<file path="src/smk_pkg.sv">
package smk_pkg;

    localparam int LEN_W    = 13;
    localparam int DIV_CW   = 4;

    localparam logic [LEN_W-1:0]  MAX_READ_LENGTH = 13'd4096;
    localparam logic [LEN_W-1:0]  POS_MAX         = 13'd8191;
    localparam logic [DIV_CW-1:0] DIV_LAST        = 4'd12;
    localparam logic [3:0]        KMER_MAX        = 4'd8;
    localparam logic [4:0]        SEG_MAX         = 5'd16;

    localparam logic [1:0] CFG_KMER_BYTES    = 2'd0;
    localparam logic [1:0] CFG_BARCODE_BASES = 2'd1;
    localparam logic [1:0] CFG_SEGMENT_COUNT = 2'd2;

    typedef enum logic [1:0] {
        ST_RUN,
        ST_DIV,
        ST_HELD,
        ST_TAIL
    } state_t;

    typedef struct packed {
        logic start_read;
        logic div_step;
        logic step;
        logic use_held;
        logic tail_emit;
        logic end_read;
    } ctrl_cmd_t;

    typedef struct packed {
        logic first_base;
        logic div_done;
        logic out_free;
        logic tail_pending;
        logic held_end;
    } ctrl_status_t;

    function automatic logic [3:0] eff_k(input logic [3:0] raw);
        if (raw == 4'd0) return 4'd1;
        if (raw > KMER_MAX) return KMER_MAX;
        return raw;
    endfunction

    function automatic logic [4:0] eff_count(input logic [4:0] raw);
        if (raw == 5'd0) return 5'd1;
        if (raw > SEG_MAX) return SEG_MAX;
        return raw;
    endfunction

    function automatic logic [63:0] kmer_mask(input logic [3:0] k);
        logic [63:0] m;
        unique case (k)
            4'd1:    m = 64'h0000_0000_0000_00FF;
            4'd2:    m = 64'h0000_0000_0000_FFFF;
            4'd3:    m = 64'h0000_0000_00FF_FFFF;
            4'd4:    m = 64'h0000_0000_FFFF_FFFF;
            4'd5:    m = 64'h0000_00FF_FFFF_FFFF;
            4'd6:    m = 64'h0000_FFFF_FFFF_FFFF;
            4'd7:    m = 64'h00FF_FFFF_FFFF_FFFF;
            default: m = 64'hFFFF_FFFF_FFFF_FFFF;
        endcase
        return m;
    endfunction

endpackage

</file>
<file path="src/smk_ctrl.sv">
module smk_ctrl
    import smk_pkg::*;
(
    input  logic         clk,
    input  logic         rst_n,
    input  logic         in_valid,
    input  logic         read_end,
    input  ctrl_status_t status,
    output logic         in_ready,
    output ctrl_cmd_t    cmd
);

    state_t state_reg;
    state_t state_next;
    logic   accept;

    assign accept = in_valid && status.out_free && (state_reg == ST_RUN);

    always_comb
    begin
        state_next = state_reg;
        unique case (state_reg)
            ST_RUN:
            begin
                if (accept)
                begin
                    if (status.first_base)
                        state_next = ST_DIV;
                    else if (read_end)
                        state_next = ST_TAIL;
                end
            end
            ST_DIV:
            begin
                if (status.div_done)
                    state_next = ST_HELD;
            end
            ST_HELD:
            begin
                if (status.out_free)
                    state_next = status.held_end ? ST_TAIL : ST_RUN;
            end
            ST_TAIL:
            begin
                if (!status.tail_pending)
                    state_next = ST_RUN;
            end
            default: state_next = ST_RUN;
        endcase
    end

    always_comb
    begin
        in_ready = 1'b0;
        cmd      = '0;
        unique case (state_reg)
            ST_RUN:
            begin
                in_ready       = status.out_free;
                cmd.start_read = accept && status.first_base;
                cmd.step       = accept && !status.first_base;
            end
            ST_DIV:
            begin
                cmd.div_step = 1'b1;
            end
            ST_HELD:
            begin
                cmd.step     = status.out_free;
                cmd.use_held = 1'b1;
            end
            ST_TAIL:
            begin
                cmd.tail_emit = status.tail_pending && status.out_free;
                cmd.end_read  = !status.tail_pending;
            end
            default: cmd = '0;
        endcase
    end

    always_ff @(posedge clk or negedge rst_n)
    begin
        if (!rst_n)
            state_reg <= ST_RUN;
        else
            state_reg <= state_next;
    end

endmodule

</file>
<file path="src/smk_datapath.sv">
module smk_datapath
    import smk_pkg::*;
(
    input  logic               clk,
    input  logic               rst_n,
    input  logic               cfg_we,
    input  logic [1:0]         cfg_index,
    input  logic [7:0]         cfg_data,
    input  logic [7:0]         base_byte,
    input  logic [LEN_W-1:0]   read_length,
    input  logic               read_end,
    input  logic               out_ready,
    input  ctrl_cmd_t          cmd,
    output ctrl_status_t       status,
    output logic               out_valid,
    output logic [63:0]        minimizer_value,
    output logic [3:0]         segment_index,
    output logic               run_last
);

    logic [3:0]        kmer_bytes_reg, kmer_bytes_next;
    logic [7:0]        barcode_bases_reg, barcode_bases_next;
    logic [4:0]        segment_count_reg, segment_count_next;

    logic [63:0]       window_reg, window_next;
    logic [63:0]       min_reg, min_next;
    logic [LEN_W-1:0]  pos_reg, pos_next;
    logic [LEN_W-1:0]  seg_len_reg, seg_len_next;
    logic [LEN_W-1:0]  in_seg_reg, in_seg_next;
    logic [4:0]        cur_seg_reg, cur_seg_next;

    logic [LEN_W-1:0]  dividend_reg, dividend_next;
    logic [4:0]        rem_reg, rem_next;
    logic [DIV_CW-1:0] div_cnt_reg, div_cnt_next;

    logic [7:0]        hold_byte_reg, hold_byte_next;
    logic              hold_end_reg, hold_end_next;

    logic              out_valid_reg, out_valid_next;
    logic [63:0]       value_reg, value_next;
    logic [3:0]        index_reg, index_next;
    logic              last_reg, last_next;

    logic [3:0]        k;
    logic [4:0]        cnt;
    logic [LEN_W-1:0]  bc;
    logic [LEN_W-1:0]  k_ext;
    logic [LEN_W-1:0]  len_sat;
    logic [LEN_W-1:0]  dividend_init;
    logic [7:0]        step_byte;
    logic              active;
    logic [63:0]       win_shift;
    logic [LEN_W-1:0]  in_seg_inc;
    logic [63:0]       min_cand;
    logic              seg_done;
    logic              step_emit;
    logic              load_out;
    logic              seg_last;
    logic              out_free;
    logic [5:0]        rem_shift;
    logic              rem_ge;
    logic [5:0]        rem_sub;

    assign k             = eff_k(kmer_bytes_reg);
    assign cnt           = eff_count(segment_count_reg);
    assign bc            = {{(LEN_W-8){1'b0}}, barcode_bases_reg};
    assign k_ext         = {{(LEN_W-4){1'b0}}, k};
    assign len_sat       = (read_length > MAX_READ_LENGTH) ? MAX_READ_LENGTH : read_length;
    assign dividend_init = (len_sat > bc) ? len_sat - bc : '0;

    assign step_byte  = cmd.use_held ? hold_byte_reg : base_byte;
    assign active     = (pos_reg >= bc) && (seg_len_reg >= k_ext) && (cur_seg_reg < cnt);
    assign win_shift  = {window_reg[55:0], step_byte} & kmer_mask(k);
    assign in_seg_inc = in_seg_reg + {{(LEN_W-1){1'b0}}, 1'b1};
    assign min_cand   = ((in_seg_inc >= k_ext) && (win_shift < min_reg)) ? win_shift : min_reg;
    assign seg_done   = in_seg_inc >= seg_len_reg;
    assign step_emit  = cmd.step && active && seg_done;
    assign load_out   = step_emit || cmd.tail_emit;
    assign seg_last   = (cur_seg_reg + 5'd1) == cnt;
    assign out_free   = !out_valid_reg || out_ready;

    assign rem_shift = {rem_reg, dividend_reg[LEN_W-1]};
    assign rem_ge    = rem_shift >= {1'b0, cnt};
    assign rem_sub   = rem_ge ? rem_shift - {1'b0, cnt} : rem_shift;

    assign status.first_base   = pos_reg == '0;
    assign status.div_done     = div_cnt_reg == DIV_LAST;
    assign status.out_free     = out_free;
    assign status.tail_pending = cur_seg_reg < cnt;
    assign status.held_end     = hold_end_reg;

    always_comb
    begin
        kmer_bytes_next    = kmer_bytes_reg;
        barcode_bases_next = barcode_bases_reg;
        segment_count_next = segment_count_reg;
        if (cfg_we)
        begin
            unique case (cfg_index)
                CFG_KMER_BYTES:    kmer_bytes_next    = cfg_data[3:0];
                CFG_BARCODE_BASES: barcode_bases_next = cfg_data;
                CFG_SEGMENT_COUNT: segment_count_next = cfg_data[4:0];
                default:           kmer_bytes_next    = kmer_bytes_reg;
            endcase
        end
    end

    always_comb
    begin
        window_next   = window_reg;
        min_next      = min_reg;
        pos_next      = pos_reg;
        seg_len_next  = seg_len_reg;
        in_seg_next   = in_seg_reg;
        cur_seg_next  = cur_seg_reg;
        dividend_next = dividend_reg;
        rem_next      = rem_reg;
        div_cnt_next  = div_cnt_reg;
        hold_byte_next = hold_byte_reg;
        hold_end_next  = hold_end_reg;

        if (cmd.start_read)
        begin
            hold_byte_next = base_byte;
            hold_end_next  = read_end;
            dividend_next  = dividend_init;
            rem_next       = '0;
            div_cnt_next   = '0;
            seg_len_next   = '0;
            cur_seg_next   = '0;
            window_next    = '0;
            min_next       = '1;
            in_seg_next    = '0;
        end

        if (cmd.div_step)
        begin
            dividend_next = {dividend_reg[LEN_W-2:0], 1'b0};
            rem_next      = rem_sub[4:0];
            seg_len_next  = {seg_len_reg[LEN_W-2:0], rem_ge};
            div_cnt_next  = div_cnt_reg + {{(DIV_CW-1){1'b0}}, 1'b1};
        end

        if (cmd.step)
        begin
            if (active)
            begin
                if (seg_done)
                begin
                    cur_seg_next = cur_seg_reg + 5'd1;
                    window_next  = '0;
                    min_next     = '1;
                    in_seg_next  = '0;
                end
                else
                begin
                    window_next = win_shift;
                    min_next    = min_cand;
                    in_seg_next = in_seg_inc;
                end
            end
            if (pos_reg < POS_MAX)
                pos_next = pos_reg + {{(LEN_W-1){1'b0}}, 1'b1};
        end

        if (cmd.tail_emit)
            cur_seg_next = cur_seg_reg + 5'd1;

        if (cmd.end_read)
        begin
            pos_next     = '0;
            cur_seg_next = '0;
            window_next  = '0;
            min_next     = '1;
            in_seg_next  = '0;
        end
    end

    always_comb
    begin
        out_valid_next = out_valid_reg;
        value_next     = value_reg;
        index_next     = index_reg;
        last_next      = last_reg;
        if (load_out)
        begin
            out_valid_next = 1'b1;
            value_next     = cmd.tail_emit ? '1 : min_cand;
            index_next     = cur_seg_reg[3:0];
            last_next      = seg_last;
        end
        else if (out_ready)
            out_valid_next = 1'b0;
    end

    always_ff @(posedge clk or negedge rst_n)
    begin
        if (!rst_n)
        begin
            kmer_bytes_reg    <= 4'd8;
            barcode_bases_reg <= 8'd8;
            segment_count_reg <= 5'd4;
            window_reg        <= '0;
            min_reg           <= '1;
            pos_reg           <= '0;
            seg_len_reg       <= '0;
            in_seg_reg        <= '0;
            cur_seg_reg       <= '0;
            div_cnt_reg       <= '0;
            out_valid_reg     <= 1'b0;
        end
        else
        begin
            kmer_bytes_reg    <= kmer_bytes_next;
            barcode_bases_reg <= barcode_bases_next;
            segment_count_reg <= segment_count_next;
            window_reg        <= window_next;
            min_reg           <= min_next;
            pos_reg           <= pos_next;
            seg_len_reg       <= seg_len_next;
            in_seg_reg        <= in_seg_next;
            cur_seg_reg       <= cur_seg_next;
            div_cnt_reg       <= div_cnt_next;
            out_valid_reg     <= out_valid_next;
        end
    end

    always_ff @(posedge clk)
    begin
        dividend_reg  <= dividend_next;
        rem_reg       <= rem_next;
        hold_byte_reg <= hold_byte_next;
        hold_end_reg  <= hold_end_next;
        value_reg     <= value_next;
        index_reg     <= index_next;
        last_reg      <= last_next;
    end

    assign out_valid       = out_valid_reg;
    assign minimizer_value = value_reg;
    assign segment_index   = index_reg;
    assign run_last        = last_reg;

endmodule

</file>
<file path="src/segmented_kmer_minimizer.sv">
// Per-segment k-mer minimizer over a read streamed one base byte per item.
// Input channel (in_valid/in_ready): base_byte, read_length, read_end; the
// read length is taken from the first base of each read.
// Output channel (out_valid/out_ready): minimizer_value, segment_index,
// run_last; one item per segment, run_last on the final segment of a read.
// Config port: cfg_we, cfg_index, cfg_data; write only while idle.
// Throughput: one base per cycle inside a read, while the output can take
// a result. The first base of a read is held while a one-bit-per-cycle
// divider computes the segment length, then processed from the hold register.
// At read_end, segments not yet reported are sent as all ones, one per
// cycle while the output drains; after that the read state is cleared before
// input resumes, also when none are left at read_end.
// Latency: a result appears in the output register the cycle after the
// base that closes its segment is processed.
// Stall: a single output register holds the result; input is taken only
// while that register is empty or being drained, so nothing is lost.
// Reset: kmer_bytes 8, barcode_bases 8, segment_count 4, output empty,
// block ready for the first base of a read.
module segmented_kmer_minimizer
    import smk_pkg::*;
(
    input  logic             clk,
    input  logic             rst_n,
    input  logic             cfg_we,
    input  logic [1:0]       cfg_index,
    input  logic [7:0]       cfg_data,
    input  logic             in_valid,
    output logic             in_ready,
    input  logic [7:0]       base_byte,
    input  logic [LEN_W-1:0] read_length,
    input  logic             read_end,
    output logic             out_valid,
    input  logic             out_ready,
    output logic [63:0]      minimizer_value,
    output logic [3:0]       segment_index,
    output logic             run_last
);

    ctrl_cmd_t    cmd;
    ctrl_status_t status;

    smk_ctrl u_ctrl (
        .clk      (clk),
        .rst_n    (rst_n),
        .in_valid (in_valid),
        .read_end (read_end),
        .status   (status),
        .in_ready (in_ready),
        .cmd      (cmd)
    );

    smk_datapath u_datapath (
        .clk             (clk),
        .rst_n           (rst_n),
        .cfg_we          (cfg_we),
        .cfg_index       (cfg_index),
        .cfg_data        (cfg_data),
        .base_byte       (base_byte),
        .read_length     (read_length),
        .read_end        (read_end),
        .out_ready       (out_ready),
        .cmd             (cmd),
        .status          (status),
        .out_valid       (out_valid),
        .minimizer_value (minimizer_value),
        .segment_index   (segment_index),
        .run_last        (run_last)
    );

endmodule

</file>
<file path="config.mk">
export PLATFORM = sky130hd
export DESIGN_NAME = segmented_kmer_minimizer
export DESIGN_NICKNAME = d
export VERILOG_FILES = /design/src/smk_pkg.sv /design/src/smk_ctrl.sv /design/src/smk_datapath.sv /design/src/segmented_kmer_minimizer.sv
export SDC_FILE = /design/constraint.sdc
export NUM_CORES = 1
export LEC_CHECK = 0
export BUFFER_PORTS_ARGS = -buffer_cell sky130_fd_sc_hd__buf_2
export CAP_MARGIN = 20
export CELL_PAD_IN_SITES_DETAIL_PLACEMENT = 0
export CELL_PAD_IN_SITES_GLOBAL_PLACEMENT = 2
export CORE_MARGIN = 2
export CORE_UTILIZATION = 30
export DETAILED_ROUTE_END_ITERATION = 8
export PLACE_DENSITY_LB_ADDON = 0.1
export RECOVER_POWER = 25
export SYNTH_ARGS = -nofsm -noshare
export SYNTH_HDL_FRONTEND = slang
export SYNTH_HIERARCHICAL = 1
export SYNTH_SLANG_ARGS = --single-unit
</file>
<file path="constraint.sdc">
create_clock -name clk -period 6.9 [get_ports clk]
set_input_delay 1.035 -clock clk [delete_from_list [all_inputs] [get_ports clk]]
set_output_delay 1.035 -clock clk [all_outputs]
set_load 0.01 [all_outputs]
</file>
==> results of run 1 <==
cell families (layout without fill, tap and decap cells):
family	Yosys count	count (layout)	share of synthesized area [%]
xor+xnor	37	37	2.08
buf+inv	234	346	6.00
fa+ha+maj	118	118	9.58
mux	41	41	2.83
flops	284	284	49.2
compound gates	354	354	17.2
simple gates	429	429	13.1
layer usage:
metal / vias up / track usage (%)
met5: - / 0
met2: 161 / 27.5
met3: 55 / 2.20
met4: 0 / 5.27
li1: 5585 / -
met1: 5717 / 23.8
power by group:
part	internal, mW	leakage, nW	switching, mW
Clock	1.12	0.588	0.777
Combinational	1.05	4.79	1.55
Sequential	2.48	3.22	0.306
Total	4.65	8.60	2.63
cell type report:
type / instances / area share (%)
multi-input cells: 979 / 39.0
flip-flops and latches: 284 / 42.6
inverters: 153 / 3.20
repair buffers: 125 / 3.95
clock buffers: 51 / 5.89
well taps: 680 / 4.73
clock inverters: 17 / 0.646
worst max-delay path: cells and delay by family (launching register included):
| kind | cells | cell delay (ps) |
|---|---|---|
| fa+ha+maj | 1 | 260 |
| flops | 1 | 690 |
| buf+inv | 3 | 660 |
| compound gates | 6 | 2270 |
| simple gates | 4 | 1310 |
worst paths after layout:
kind                                         endpoint  depth (start not counted)
max reg2reg                     u_datapath/min_reg[8]                         14
min                        u_datapath/dividend_reg[0]                          1
min reg2reg                u_datapath/dividend_reg[0]                          1
min in group asynchronous   u_datapath/cur_seg_reg[3]                          1
max                             u_datapath/min_reg[8]                         14
max in group asynchronous   u_datapath/window_reg[12]                          2
per-stage QoR:
| step | util (%) | power (mW) | hold WS, ps | instances | cell area [µm²] |
|---|---|---|---|---|---|
| final | 35.1 | 7.28 | 482 | 2289 | 18000 |
| after global placement | 32.8 | 5.43 | 468 | 2219 | 16800 |
| after CTS | 35.1 | 7.42 | 478 | 2289 | 18000 |
| after floorplan | - | 4.54 | 443 | 1497 | 15600 |
| after global routing | 35.1 | 7.82 | 521 | 2289 | 18000 |
| after detailed placement | 32.8 | 5.45 | 461 | 2221 | 16900 |
placed cells by master, fill, tap and decap left out, types with 6 or more instances in the layout:
cell type  Yosys  final
nor2_1       160    157
dfrtp_1      121    121
o32a_1        64     64
clkbuf_16      0     39
clkbuf_1      50     19
o21ai_0       35     35
mux2i_1       17     17
and3_1         6      6
dfstp_2       67     67
a21oi_1       61     61
nor3_1        17     17
nand2_1       95     95
mux2_2        24     24
o22ai_1       13     13
nand3_1       27     27
a22oi_1       67     67
ha_1         116    116
nor2b_1       39     39
nand2b_1      27     27
a211o_1       48     48
o31ai_1        7      7
edfxtp_1      95     95
buf_2         21     96
buf_4          8     13
inv_1        152    151
a22o_1        12     12
nand3b_1       7      7
nand4_1       19     19
nor4_1         9      9
xor2_1        20     20
clkinv_2       0     10
xnor2_1       17     17
==> results.toml, run 1 <==
[status]
status = "finished, violations left"
violations = "capacitance limit, slew limit"

[sta]
period_minus_slack_ps = 5340
timing.setup.tns_ps = 0
finClkSkew_ps = 25.3
setup_ws_ps = 1560
layout_worst_path_cycle_share_pct = 77.4
relSlewSlack_pct = -176
max_freq_mhz = 187
slew_viol_final = 125
finalSetupViolCount = 0
rsz0062_at_grt = "no"
worst_pin_slew_ps = 4140
hold_violations = 0

[setup_path]
critical_path_class = "register to register"
rrSetupSlack_ps = 1560
critPathSlowestCell = "or4_4"
critPathRequiredTime_ps = 7370
cp_max_fo = 64
worstSetupStartpointType = "register"
cp_slowest_stage_delay_ps = 850
cp_cell_sequence = "inv_1 > a21oi_1 > nand2_1 > inv_1 > ha_1 > nand4_1 > nor3_1 > a221oi_1 > o21ai_0 > a221oi_1 > o311ai_4 > buf_4 > or4_4 > o32a_1"
critPathCaptureType = "register"
cp-startpoint = "u_datapath/kmer_bytes_reg[3]"
r2r-start = "u_datapath/kmer_bytes_reg[3]"
worstPathArrival_ps = 5810

[power_and_ir_drop]
p_per_area_nw_per_um2 = 404
p_leak_nw = 8.60
ir_drop_mv = 0.180

[synth]
netlist_top_cells_count = "nor2_1 (160), inv_1 (152), dfrtp_1 (121)"
syn_inst = 1497
synth_fp_nets = 1652
synth_seq_area_share_pct = 49.2
synth_ff_type = "dfrtp_1"
synth_edf_count = 95
synth_area_per_cell_um2 = 10.4
ys_warn_count = 6
synth_top_area_share_pct = 19.5
synth-seq-cells = 284
synth_cell_type_count = 68
netlist_area_um2 = 15600
synth.top_cells.by_area = "dfrtp_1 (19%), edfxtp_1 (18%), dfstp_2 (11%)"
yosysMostFrequentCell = "nor2_1"
yosysTopAreaCell = "dfrtp_1"
synth_async_sr_flop_share_pct = 66.2

[placement]
hpwl_um = 28900
place_congestion = 0.793
port_buffers = 107
place_ws_ps = 1550

[clocking]
clock-sinks = 284
clk_latency_ps = 560
post_cts_resize_count = 0
htreeDepth = 2
cts_buffer_depth = 3
cts_tree = "done"
clk_pin_slew_ps = 60
cts_hold_repair.buffers = 0
numCtsBuffers = 37
postCtsSetupRepairBufs = 0
cts_root_buf = "clkbuf_16"

[detailed_routing]
via_count = 11500
drcViolationCount = 0
highest_layer = "met4"
wl_met2_um = 21000
routed_wl_um = 45100
dr.pass1.iters = 5
initialDrtViolationCount = 611
avgRoutedWirePerCell_um = 19.7
dr_wl_met3_um = 1280
ant_nets = 0
viasPerCell = 5.03
wl_met1_um = 21900

[finish]
n_antenna_cell = 0
area_delta_synth_final_pct = 15.7
drive_above_1_share_pct = 17.3
num-fill-cells = 5281
multiInputGateArea_um2 = 7030
regArea_um2 = 7660
nets = 1735

[floorplan]
die_area_um2 = 53700
fp-row-count = 83
io_pins = 108
start_util_pct = 30.3
die_y_um = 232
core_um2 = 51300
die_w_um = 232

[global_route]
grt_pass1_wl_um = 71000
grt_pass1_vias = 11800
grt_usage_pct = 17.1
grt_max_degree = 152
grt_overflow = 0
antenna_found_initial = 0

[job]
drv_cap = 2

[hold_path]
hp-class = "register to register"
hp-start = "u_datapath/dividend_reg[0]"
(Power assumes the default switching activity.)
==> inputs of run 2 (changes only) <==
==> constraint.sdc (replaced) <==
create_clock -name clk -period 4.9 [get_ports clk]
set_input_delay 0.735 -clock clk [delete_from_list [all_inputs] [get_ports clk]]
set_output_delay 0.735 -clock clk [all_outputs]
set_load 0.01 [all_outputs]
==> run 2 against run 1 <==
  * The run still ends with capacitance limit, slew limit left
  * Die area unchanged
  * Worst hold slack worse by 100 ps
  * Routed wire length up 1.6%
  * Design area up 1.1%
  * Power up 41%
  * Sequential share of layout area down 0.45 points
  * Clock skew down 5.2 ps
  * Combinational power up 44%
  * Utilization up 0.37 points
  * Setup slack worse by 1200 ps
==> results.toml, run 2 (synthesis results as in run 1) <==
[status]
status = "finished, violations left"
violations = "capacitance limit, slew limit"

[clocking]
clk_latency_ps = 550
cts_root_buf = "clkbuf_16"
post_cts_resize_count = 0
cts_buffer_depth = 3
cts_hold_repair.buffers = 0
clk_pin_slew_ps = 50
htreeDepth = 2
clock-sinks = 284
cts_tree = "done"
postCtsSetupRepairBufs = 0
numCtsBuffers = 38

[placement]
hpwl_um = 30200
placed_area_um2 = 17100
place_congestion = 0.769
port_buffers = 107

[power_and_ir_drop]
p_per_area_nw_per_um2 = 565
p_leak_nw = 8.72
ir_drop_mv = 0.260

[sta]
max_freq_mhz = 222
finClkSkew_ps = 20.1
relSlewSlack_pct = -72.5
layout_worst_path_cycle_share_pct = 91.8
slew_viol_final = 195
finalSetupViolCount = 0
period_minus_slack_ps = 4500
hold_violations = 0
worst_pin_slew_ps = 2590
timing.setup.tns_ps = 0
rsz0062_at_grt = "no"

[global_route]
grt_overflow = 0
grt_pass1_wl_um = 72600
grt_max_degree = 90
grt_usage_pct = 17.4
grt_pass1_vias = 12100
antenna_found_initial = 1

[setup_path]
critical_path.top_delay_family = "simple AND/OR/NAND/NOR gates"
rr_endpoint = "u_datapath/min_reg[62]"
crit_buf_inv = 5
rrSetupSlack_ps = 400
critPathRequiredTime_ps = 5360
critPathCaptureType = "register"
reg2reg_depth = 16
cp_slowest_stage_delay_ps = 710
critical_path_class = "register to register"
worstPathArrival_ps = 4960
r2r-start = "u_datapath/kmer_bytes_reg[3]"
worstSetupStartpointType = "register"
cp_cell_sequence = "inv_1 > a21oi_1 > buf_4 > nand2_1 > inv_1 > ha_1 > nand4_1 > nor4_1 > buf_4 > and4_1 > and3_1 > a221oi_1 > o311ai_4 > or4_2 > buf_12 > o32a_1"
cp_max_fo = 59
critPathSlowestCell = "or4_2"
cp-startpoint = "u_datapath/kmer_bytes_reg[3]"

[detailed_routing]
drcViolationCount = 0
viasPerCell = 5.06
dr.pass1.iters = 7
via_count = 11700
ant_nets = 0
initialDrtViolationCount = 737
avgRoutedWirePerCell_um = 19.8
routed_wl_um = 45900

[hold_path]
min_path_cells = 1
hp-start = "base_byte[2]"
hp-class = "primary input to register"
hold_end = "u_datapath/hold_byte_reg[2]"

[floorplan]
die_w_um = 232
core_um2 = 51300
start_util_pct = 30.3
fp-row-count = 83
die_y_um = 232
die_area_um2 = 53700
io_pins = 108

[finish]
nets = 1762
n_antenna_cell = 0
final_cell_mix = "nor2_1 (157), inv_1 (151), dfrtp_1 (121)"
area_delta_synth_final_pct = 16.9
final_common_cell = "nor2_1"
num-fill-cells = 5271
finalInstanceArea_um2 = 18200
drive_above_1_share_pct = 18.1

[job]
drv_cap = 4
[run 2: cell type report]
| cell class | instances | area [µm²] | share of cell area (%) |
|---|---|---|---|
| sequential | 284 | 7660 | 42.1 |
| multi-input combinational | 979 | 7020 | 38.6 |
| clock buffer | 58 | 1110 | 6.10 |
| timing repair buffer | 151 | 917 | 5.04 |
| tap | 680 | 851 | 4.68 |
| inverter | 153 | 576 | 3.16 |
| clock inverter | 12 | 57.6 | 0.316 |
[run 2: how the worst max path moves through the flow]
| stage | endpoint | slack, ps | cells after the start |
|---|---|---|---|
| 2_1_floorplan | u_datapath/minimizer_value[0] | 420 | 13 |
| 3_3_place_gp | u_datapath/min_reg[52] | 360 | 15 |
| 3_5_place_dp | u_datapath/min_reg[43] | 340 | 15 |
| 4_1_cts | u_datapath/min_reg[62] | 330 | 15 |
| 5_1_grt | u_datapath/min_reg[57] | 110 | 16 |
| 6_report | u_datapath/min_reg[62] | 400 | 16 |
[run 2: report_power, final]
group | switching, mW | internal, mW
Combinational | 2.23 | 1.51
Clock | 1.09 | 1.56
Sequential | 0.410 | 3.49
[run 2: through the flow]
stage               utilization [%]  hold WS, ps  power (mW)  cells  setup WS, ps
detailed placement             33.2          469        7.73   2247           337
global route                   35.5          348        11.1   2317           107
finish                         35.5          378        10.3   2317           401
global placement               33.2          462        7.74   2247           363
CTS                            35.5          306        10.5   2317           331
floorplan                         -          439        6.39   1497           425
[run 2: metal layers]
metal  global-route usage (%)  up-vias  share of wire (%)  routed length [µm]
met5                        0        -                  0                   0
met4                     4.63        0                2.3                1050
met3                     2.80       54                3.1                1430
met2                     27.8      176                 46               21100
met1                     24.4     5865                 49               22300
li1                         -     5630                  -                   -
==> inputs of run 3 (changes only) <==
--- a/config.mk
+++ b/config.mk
@@ -9,11 +9,12 @@
 export CAP_MARGIN = 20
 export CELL_PAD_IN_SITES_DETAIL_PLACEMENT = 0
 export CELL_PAD_IN_SITES_GLOBAL_PLACEMENT = 2
-export CORE_MARGIN = 2
+export CORE_MARGIN = 5
 export CORE_UTILIZATION = 30
 export DETAILED_ROUTE_END_ITERATION = 8
 export PLACE_DENSITY_LB_ADDON = 0.1
 export RECOVER_POWER = 25
+export REMOVE_ABC_BUFFERS = 1
 export SYNTH_ARGS = -nofsm -noshare
 export SYNTH_HDL_FRONTEND = slang
 export SYNTH_HIERARCHICAL = 1
==> constraint.sdc (replaced) <==
create_clock -name clk -period 4.74 [get_ports clk]
set_input_delay 0.711 -clock clk [delete_from_list [all_inputs] [get_ports clk]]
set_output_delay 0.711 -clock clk [all_outputs]
set_load 0.01 [all_outputs]
==> run 3 against run 2 <==
  * Maximum frequency rose by 0.16%
  * First-iteration DRC count rose by 1.8%
  * Register-to-register slack got worse by 150 ps
  * Worst hold slack got worse by 15 ps
  * Non-clock buffer count fell by 7
  * Sequential power rose by 4%
  * Cell count fell by 0.30%
  * Via count fell by 1.8%
  * Sequential share of layout area fell by 0.24 points
  * The flow still finishes with violations (capacitance limit, slew limit)
  * Clock-buffer cell count fell by 3
  * Power rose by 3.6%
  * Critical path type unchanged
  * Die area rose by 5.2%
==> results.toml, run 3 (synthesis results as in run 1) <==
[placement]
placed_area_um2 = 17100
place_congestion = 0.765
port_buffers = 107
hpwl_um = 29100

[setup_path]
critPathRequiredTime_ps = 5200
endpoint = "u_datapath/min_reg[5]"
rr_endpoint = "u_datapath/min_reg[5]"
rrSetupSlack_ps = 250
cp-startpoint = "u_datapath/kmer_bytes_reg[3]"
critPathSlowestCell = "or4_2"
worstSetupStartpointType = "register"
cp_num_cells = 13
crit_buf_inv = 1
cp_cell_sequence = "or2_2 > a21oi_1 > nor2b_1 > ha_1 > a22oi_1 > o211ai_1 > o211ai_1 > o211ai_1 > a221oi_1 > o311ai_4 > or4_2 > buf_4 > o32a_1"
critical_path.top_delay_family = "compound AO/OA/AOI/OAI gates"
worstPathArrival_ps = 4950
crit_top_cell = "o211ai_1"
cp_max_fo = 22
r2r-start = "u_datapath/kmer_bytes_reg[3]"
critical_path_class = "register to register"
reg2reg_depth = 13
cp_slowest_stage_delay_ps = 640
critPathCaptureType = "register"

[clocking]
clock-sinks = 284
cts_buffer_depth = 3
htreeDepth = 2
clk_latency_ps = 550
clk_pin_slew_ps = 60
numCtsBuffers = 38
cts_hold_repair.buffers = 0
cts_root_buf = "clkbuf_16"
cts_tree = "done"

[sta]
hold_slack_ps = 363
period_minus_slack_ps = 4490
finalSetupViolCount = 0
slew_viol_final = 73
relSlewSlack_pct = -146
rsz0062_at_grt = "no"
hold_violations = 0
max_freq_mhz = 223
finClkSkew_ps = 17.6
layout_worst_path_cycle_share_pct = 94.8
worst_pin_slew_ps = 3690
timing.setup.tns_ps = 0

[finish]
area_delta_synth_final_pct = 17.6
nets = 1755
drive_above_1_share_pct = 18.6
n_antenna_cell = 0
num-fill-cells = 5206
fin_util_pct = 35.6
finalInstanceArea_um2 = 18300
final_cell_mix = "nor2_1 (157), inv_1 (151), dfrtp_1 (121)"
final_common_cell = "nor2_1"

[global_route]
grt_overflow = 0
grt_pass1_vias = 11900
grt_usage_pct = 15.4
antenna_found_initial = 0
grt_pass1_wl_um = 69700
grt_max_degree = 152

[detailed_routing]
dr.pass1.iters = 5
viasPerCell = 4.99
initialDrtViolationCount = 750
wl_met1_um = 20800
drcViolationCount = 0
dr_wl_met3_um = 1530
via_count = 11500
routed_wl_um = 43900
ant_nets = 0
avgRoutedWirePerCell_um = 19.0
highest_layer = "met4"
wl_met2_um = 20600

[status]
status = "finished, violations left"
violations = "capacitance limit, slew limit"

[floorplan]
die_area_um2 = 56500
die_y_um = 238
die_w_um = 238
core_um2 = 51400
io_pins = 108
start_util_pct = 30.3
fp-row-count = 83

[power_and_ir_drop]
p_leak_nw = 8.77
p_per_area_nw_per_um2 = 582
ir_drop_mv = 0.235

[job]
drv_cap = 1

[hold_path]
hp-class = "primary input to register"
==> run 3: cell types whose count changed in the layout (fill, tap and decap cells not counted), sizes merged <==
| cell | before | now |
|---|---|---|
| clkbuf | 72 | 63 |
| buf | 137 | 135 |
| bufinv | 0 | 1 |
| clkinv | 14 | 15 |
| dlymetal6s4s | 0 | 1 |
| inv | 151 | 152 |
==> run 3: metrics by stage <==
step	std cells	total power, mW	setup slack [ps]
floorplan	1416	6.52	-3070
global placement	2240	7.91	225
detailed placement	2240	7.93	158
CTS	2310	10.9	119
global route	2310	11.5	0.651
finish	2310	10.7	248
==> run 3: final cells by class <==
type | instances | area [µm²] | area share, %
tap | 680 | 851 | 4.65
multi-input combinational | 979 | 7020 | 38.4
clock buffer | 55 | 1150 | 6.28
clock inverter | 15 | 95.1 | 0.520
timing repair buffer | 144 | 948 | 5.18
inverter | 153 | 574 | 3.14
sequential | 284 | 7660 | 41.9
==> run 3: worst min path at each step <==
stage / to / cells past startpoint / slack [ps] / startpoint
global placement: u_datapath/seg_len_reg[9] / 2 / 460 / u_datapath/seg_len_reg[8]
detailed placement: u_datapath/dividend_reg[0] / 1 / 460 / u_datapath/dividend_reg[0]
floorplan: u_ctrl/state_reg[0] / 0 / 420 / rst_n
CTS: u_datapath/window_reg[51] / 1 / 210 / rst_n
global route: u_datapath/hold_byte_reg[5] / 1 / 330 / base_byte[5]
finish: u_datapath/hold_byte_reg[5] / 1 / 360 / base_byte[5]
==> run 3: power by group <==
part	internal, mW	switching, mW	total [mW]	leakage [nW]
Combinational	1.59	2.17	3.76	4.93
Clock	1.73	1.11	2.84	0.623
Sequential	3.61	0.437	4.05	3.22
==> run 3: repair_timing <==
| item | 4_1_cts | 5_1_grt |
|---|---|---|
| resized for setup | 0 | 1 |
| setup buffers | 0 | 0 |
| endpoints found under the setup margin | 0 | 22 |
==> run 3: layer usage <==
layer / track usage, % / vias up
met1: 21.2 / 5662
met2: 25.3 / 181
met4: 3.94 / 0
li1: - / 5618
met5: 0 / -
met3: 2.74 / 57
